<file path="src/design/slwt_pkg.sv">
package slwt_pkg;

    // CORDIC: 17 micro-rotations, 30 fraction bits, angles in 2^-24 turn
    localparam int CORDIC_STEPS = 17;
    localparam int CORDIC_LAT   = CORDIC_STEPS + 2;
    localparam int GEOM_LAT     = 4;
    localparam int GEOM_DLY     = CORDIC_LAT - GEOM_LAT;
    localparam int ROT_LAT      = 3;
    localparam int PIPE_LAT     = CORDIC_LAT + ROT_LAT;

    localparam logic signed [33:0] CORDIC_X0 = 34'sd652032874;

    localparam logic [22:0] ATAN_TAB [CORDIC_STEPS] = '{
        23'd2097152, 23'd1238021, 23'd654136, 23'd332050, 23'd166669,
        23'd83416,   23'd41718,   23'd20860,  23'd10430,  23'd5215,
        23'd2608,    23'd1304,    23'd652,    23'd326,    23'd163,
        23'd81,      23'd41
    };

    localparam logic signed [23:0] WORLD_MAX = 24'sh7FFFFF;
    localparam logic signed [23:0] WORLD_MIN = 24'sh800000;

    // sine / cosine in Q1.14
    typedef struct packed {
        logic signed [15:0] c;
        logic signed [15:0] s;
    } t_trig;

    // offsets from the pivot and the pivot itself, 25 fraction bits
    typedef struct packed {
        logic               ok;
        logic signed [47:0] dx;
        logic signed [47:0] dy;
        logic signed [47:0] pvx;
        logic signed [47:0] pvy;
    } t_geom;

endpackage

</file>
<file path="src/design/slwt_cordic.sv">
module slwt_cordic
    import slwt_pkg::*;
(
    input  logic        i_clk,
    input  logic        i_en,
    input  logic [15:0] i_rotation,
    output t_trig       o_trig
);

    logic signed [33:0] r_x [CORDIC_STEPS+1];
    logic signed [33:0] r_y [CORDIC_STEPS+1];
    logic signed [25:0] r_z [CORDIC_STEPS+1];
    logic [1:0]         r_q [CORDIC_STEPS+1];
    t_trig              r_trig;

    logic [16:0]        a_sum;
    logic [1:0]         a_q;
    logic [15:0]        a_res;

    // reduce to nearest quarter turn, residual in [-1/8, 1/8)
    always_comb begin
        a_sum = {1'b0, i_rotation} + 17'd8192;
        a_q   = a_sum[15:14];
        a_res = i_rotation - {a_q, 14'b0};
    end

    always_ff @(posedge i_clk) begin
        if (i_en) begin
            r_x[0] <= CORDIC_X0;
            r_y[0] <= '0;
            r_z[0] <= {{2{a_res[15]}}, a_res, 8'b0};
            r_q[0] <= a_q;
        end
    end

    // one micro-rotation per stage
    for (genvar k = 0; k < CORDIC_STEPS; k++) begin : g_step
        logic signed [33:0] xs;
        logic signed [33:0] ys;
        logic signed [25:0] at;
        always_comb begin
            xs = r_x[k] >>> k;
            ys = r_y[k] >>> k;
            at = signed'(26'(ATAN_TAB[k]));
        end
        always_ff @(posedge i_clk) begin
            if (i_en) begin
                if (!r_z[k][25]) begin
                    r_x[k+1] <= r_x[k] - ys;
                    r_y[k+1] <= r_y[k] + xs;
                    r_z[k+1] <= r_z[k] - at;
                end else begin
                    r_x[k+1] <= r_x[k] + ys;
                    r_y[k+1] <= r_y[k] - xs;
                    r_z[k+1] <= r_z[k] + at;
                end
                r_q[k+1] <= r_q[k];
            end
        end
    end

    logic signed [33:0] c_rnd;
    logic signed [33:0] s_rnd;
    logic signed [15:0] c_v;
    logic signed [15:0] s_v;

    // round to 14 fraction bits and unfold the quadrant
    always_comb begin
        c_rnd = (r_x[CORDIC_STEPS] + 34'sd32768) >>> 16;
        s_rnd = (r_y[CORDIC_STEPS] + 34'sd32768) >>> 16;
        c_v   = c_rnd[15:0];
        s_v   = s_rnd[15:0];
    end

    always_ff @(posedge i_clk) begin
        if (i_en) begin
            case (r_q[CORDIC_STEPS])
                2'd0:    begin r_trig.c <= c_v;  r_trig.s <= s_v;  end
                2'd1:    begin r_trig.c <= -s_v; r_trig.s <= c_v;  end
                2'd2:    begin r_trig.c <= -c_v; r_trig.s <= -s_v; end
                default: begin r_trig.c <= s_v;  r_trig.s <= -c_v; end
            endcase
        end
    end

    assign o_trig = r_trig;

endmodule

</file>
<file path="config.mk">
export PLATFORM = sky130hd
export DESIGN_NAME = slwt_cordic
export DESIGN_NICKNAME = d
export VERILOG_FILES = /design/src/design/slwt_pkg.sv /design/src/design/slwt_cordic.sv
export SDC_FILE = /design/constraint.sdc
export NUM_CORES = 2
export LEC_CHECK = 0
export BUFFER_PORTS_ARGS = -buffer_cell sky130_fd_sc_hd__buf_2
export CAP_MARGIN = 25
export CORE_UTILIZATION = 70
export DETAILED_ROUTE_END_ITERATION = 16
export PLACE_DENSITY = 0.87
export SETUP_SLACK_MARGIN = 0.4
export SLEW_MARGIN = 5
export SYNTH_ARGS = -nofsm -noshare
export SYNTH_HDL_FRONTEND = slang
export SYNTH_SLANG_ARGS = --single-unit
</file>
<file path="constraint.sdc">
create_clock -name i_clk -period 9.15 [get_ports i_clk]
set_clock_uncertainty 0.1 [all_clocks]
set_input_delay 1.3725 -clock i_clk [delete_from_list [all_inputs] [get_ports i_clk]]
set_output_delay 1.3725 -clock i_clk [all_outputs]
set_load 0.01 [all_outputs]
</file>
---- After elaboration in Yosys (flattened, before gate mapping) ----
Memories as Yosys holds them, arrays and structs flattened.
Cells that the tools add are included.
W data, S select, Z words.
word-level totals
  register bits after elaboration ......... 32
  memory bits (writable) .................. 1728
  input port bits ......................... 18
  word-level logic and storage cells ...... 323
  memories ................................ 4
cells by class
  $add $sub $neg .......................... 107
  equal/unequal tests ..................... 2
  mux-type cells .......................... 156
  bitwise operators ....................... 51
  reduce and logical (&&, ||, !) cells .... 1
memories
  name  depth  bits a word  rd ports  clocked after Yosys merged registers in  write ports  line               RTL
  r_x   18     34           18        0                                        18           slwt_cordic.sv:10  logic signed [33:0] r_x [CORDIC_STEPS+1];
  r_y   18     34           18        0                                        18           slwt_cordic.sv:11  logic signed [33:0] r_y [CORDIC_STEPS+1];
  r_z   18     26           17        0                                        18           slwt_cordic.sv:12  logic signed [25:0] r_z [CORDIC_STEPS+1];
  r_q   18     2            18        0                                        18           slwt_cordic.sv:13  logic [1:0] r_q [CORDIC_STEPS+1];
operators by type and width
  kind              count
  $mux W34          34
  $mux W26          17
  $mux W1           104
  $pmux W32 S3      1
  $add A34 B18 Y34  2
  $add A34 B19 Y34  2
  $add A34 B20 Y34  2
  $add A34 B21 Y34  2
  $add A34 B22 Y34  2
  $add A34 B23 Y34  2
  $add A34 B24 Y34  2
  $add A34 B25 Y34  2
  $add A34 B26 Y34  2
  $add A34 B27 Y34  2
  $add A34 B28 Y34  2
  $add A34 B29 Y34  2
  $add A34 B30 Y34  2
  $add A34 B31 Y34  2
  $add A34 B32 Y34  2
  $add A34 B33 Y34  2
  $sub A34 B18 Y34  2
  $sub A34 B19 Y34  2
  $sub A34 B20 Y34  2
  $sub A34 B21 Y34  2
  56 further kinds  121

---- Longest topological paths before layout ----
An unclocked memory read counts as a cell.
  depth after elaboration ................. 5
  depth in mapped cells ................... 22
  gate-level depth less buffers ........... 22

---- Worst setup path before layout ----
Ideal clock, no wire load.
  path type ............................... input -> register
  from .................................... input i_en
  to ...................................... memory r_x[12][30], data pin
  setup time .............................. 261 ps
  arrival ................................. 5530 ps
  path slack .............................. 3259 ps
  stages .................................. 16
  buffers on the path ..................... 3
  cells stage by stage .................... buf_2 clkbuf_1 nand2_1 clkbuf_1 o21ai_0 fa_1 a21oi_1 o21ai_1 a211oi_1 o31ai_1 or2_2 a21o_1 o41a_1 a41o_1 o41a_1 xor2_1
RTL lines
  what                line               RTL
  start: declaration  slwt_cordic.sv:5   input logic i_en,
  end: declaration    slwt_cordic.sv:10

==> results.ini <==
[placement]
port-buffer-count = 49
dp_hpwl_um = 258000
gp_congestion = 1.01

[clock_network]
cts-htree-levels = 4
clock_latency_ns = 0.85
cts.path.max_buffers = 3
numClockSinks = 1476
root_buffer = clkbuf_16
cts_hold_buf = 0
cts_made_buffers = 169
cts_tree = done
cts_resized = 0
post_cts.repair.setup_buffers = 0
clk_pin_slew_ns = 0.06

[global_routing]
antenna_found_initial = 15
grt_pass1_wl_um = 520000
grt_pass1_vias = 96900
grt-ovfl-total = 0
grt_max_degree = 160
grtUsageTotal_pct = 37.2

[critical_path]
crit_type = in2reg
cp_slowest_stage_delay_ns = 0.72
cp.depth = 19
rr_worst_depth = 19
cpMaxStageDelayCell = clkinv_1
crit_family = compound AO/OA/AOI/OAI gates
critPathLaunchType = input pin
crit_buf_inv = 4
cp-end-kind = register
cp.required_ns = 9.62
worstPathCellList = buf_12, buf_4, nand2_1, clkinv_1, buf_4, nor2_1, xnor2_1, ha_1, a21o_1, a21o_1, a21oi_1, a211oi_1, a31oi_1, o21ai_1, a21bo_2, a21oi_1, o21ai_1, a221oi_1, xnor2_1
arrival_ns = 6.76
worst-path-max-fanout = 66

[sta]
finalMaxSlewViolations = 0
worst_pin_slew_ns = 1.16
finalCritPeriodShare_pct = 68.7
grt_setup_unrepaired = no
fin_tns_setup_ns = 0
timing.fmax_mhz = 159
slew_headroom_pct = 22.5
finalSetupViolations = 0
fin_crit_ns = 6.29
hold_violations = 0

[synth]
ys_warn_count = 0
ys_top_cells_by_area = edfxtp_1 (36%), ha_1 (14%), xnor2_1 (8.7%)
syn_area_mm2 = 0.122
yosys.area.top_type = edfxtp_1
synth_edf_count = 1476
synth_top_flop_cell = edfxtp_1
syn_nets = 14000
seq_area_frac_synth_pct = 36.3
netlist_instances = 12600
synth_seq_cells = 1476
async_flop_share_pct = 0
synth_cell_types = 104
yosys.area.top_type_share_pct = 36.3
syn_area_per_cell_um2 = 9.71

[outcome]
outcome = finished, final reports clean

[final_layout]
syn_to_final_growth_pct = 6.97
final_cell_mix = edfxtp_1 (1476), ha_1 (1358), a21oi_1 (1269), xnor2_1 (1216), nor2_1 (970)
finish.net_count = 14000
num-fill-cells = 11900
drive_gt1_share_pct = 4.50
seq_area_mm2 = 0.0443
post-route-util_pct = 75.7
layout_commonest_cell = edfxtp_1
multi_input_area_mm2 = 0.0749

[die]
pin_count = 50
die_y_um = 419
initial_core_util_pct = 70.8
num_rows = 152
core-area_mm2 = 0.172
die_w_um = 419
die_area_mm2 = 0.176

[route]
drc = 0
wirelength_um = 334000
wl_per_cell_um = 22.2
dr.pass1.iters = 7
drt_iter0_drc = 10200
vias = 100000
via_per_inst = 6.63
antenna_left = 0

[hold_path]
hold_depth = 0
hold_class = reg2reg

[flow_run]
maxCapViolations = 0

==> routing by layer <==
| layer | global-route usage, % | wire length (um) |
|---|---|---|
| met1 | 46.1 | 131000 |
| met2 | 62.0 | 158000 |
| met3 | 6.49 | 27100 |
| met4 | 19.4 | 19000 |
| met5 | 0.139 | 34 |
==> cells in the mapped netlist (28+ instances only) <==
| cell type | instances |
|---|---|
| o21bai_1 | 128 |
| edfxtp_1 | 1476 |
| and2_1 | 64 |
| a211oi_1 | 95 |
| mux2i_1 | 79 |
| inv_1 | 494 |
| or4_1 | 29 |
| a31o_2 | 39 |
| o21ai_0 | 625 |
| a21oi_1 | 1269 |
| nand4_1 | 92 |
| nor3_1 | 309 |
| o21a_1 | 208 |
| or3_1 | 88 |
| a21o_1 | 597 |
| nand2b_1 | 194 |
| or2_2 | 59 |
| buf_1 | 39 |
| o31ai_1 | 130 |
| xor2_1 | 664 |
| nor2b_1 | 170 |
| o41ai_1 | 57 |
| o211ai_1 | 67 |
| nand3_1 | 234 |
| nor4_1 | 67 |
| nand3b_1 | 28 |
| clkbuf_1 | 170 |
| nand2_1 | 734 |
| and3_1 | 107 |
| nor2_1 | 970 |
| a31oi_1 | 141 |
| fa_1 | 44 |
| xnor2_1 | 1216 |
| mux2_2 | 39 |
| a21boi_0 | 40 |
| ha_1 | 1358 |
| nor3b_1 | 31 |
==> layout make-up <==
type	instances	share of cell area [%]
Clock inverter	119	0.964
Timing Repair Buffer	114	0.637
Tap cell	2310	2.22
Clock buffer	192	3.31
Sequential cell	1476	34.0
Antenna cell	3	0.00576
Multi-Input combinational cell	10400	57.4
Inverter	500	1.44
==> metrics by stage <==
| step | area, um2 | hold WS [ns] | setup slack [ns] | std cells |
|---|---|---|---|---|
| after global placement | 125000 | 0.300 | 2.33 | 14800 |
| after global routing | 130000 | 0.321 | 2.57 | 15100 |
| final | 130000 | 0.311 | 2.86 | 15100 |
| after floorplan | 122000 | 0.300 | 3.26 | 12600 |
| after detailed placement | 125000 | 0.305 | 2.17 | 14800 |
| after CTS | 130000 | 0.313 | 3.01 | 15100 |
==> final timing paths <==
check / from / endpoint / slack (ns)
max: i_en / r_y[13][33] / 2.86
max reg2reg: r_y[10][13] / r_x[11][32] / 3.20
min: r_q[6][1] / r_q[7][1] / 0.31
min reg2reg: r_q[6][1] / r_q[7][1] / 0.31
==> sequential cells by signal, summed over array words and instances (netlist names) <==
signal,cells
r_q,36
r_z,379
r_y,528
o_trig,32
r_x,501
==> logic make-up after synthesis <==
logic type | Yosys count | synth area share (%)
simple gates | 3229 | 12.8
mux | 118 | 1.01
buf+inv | 712 | 2.20
compound gates | 3733 | 19.5
fa+ha+maj | 1402 | 14.7
flops | 1476 | 36.3
xor+xnor | 1882 | 13.5
Power is not shown: default switching activity piles up to over one toggle a cycle in this logic, so the estimate is an artifact.
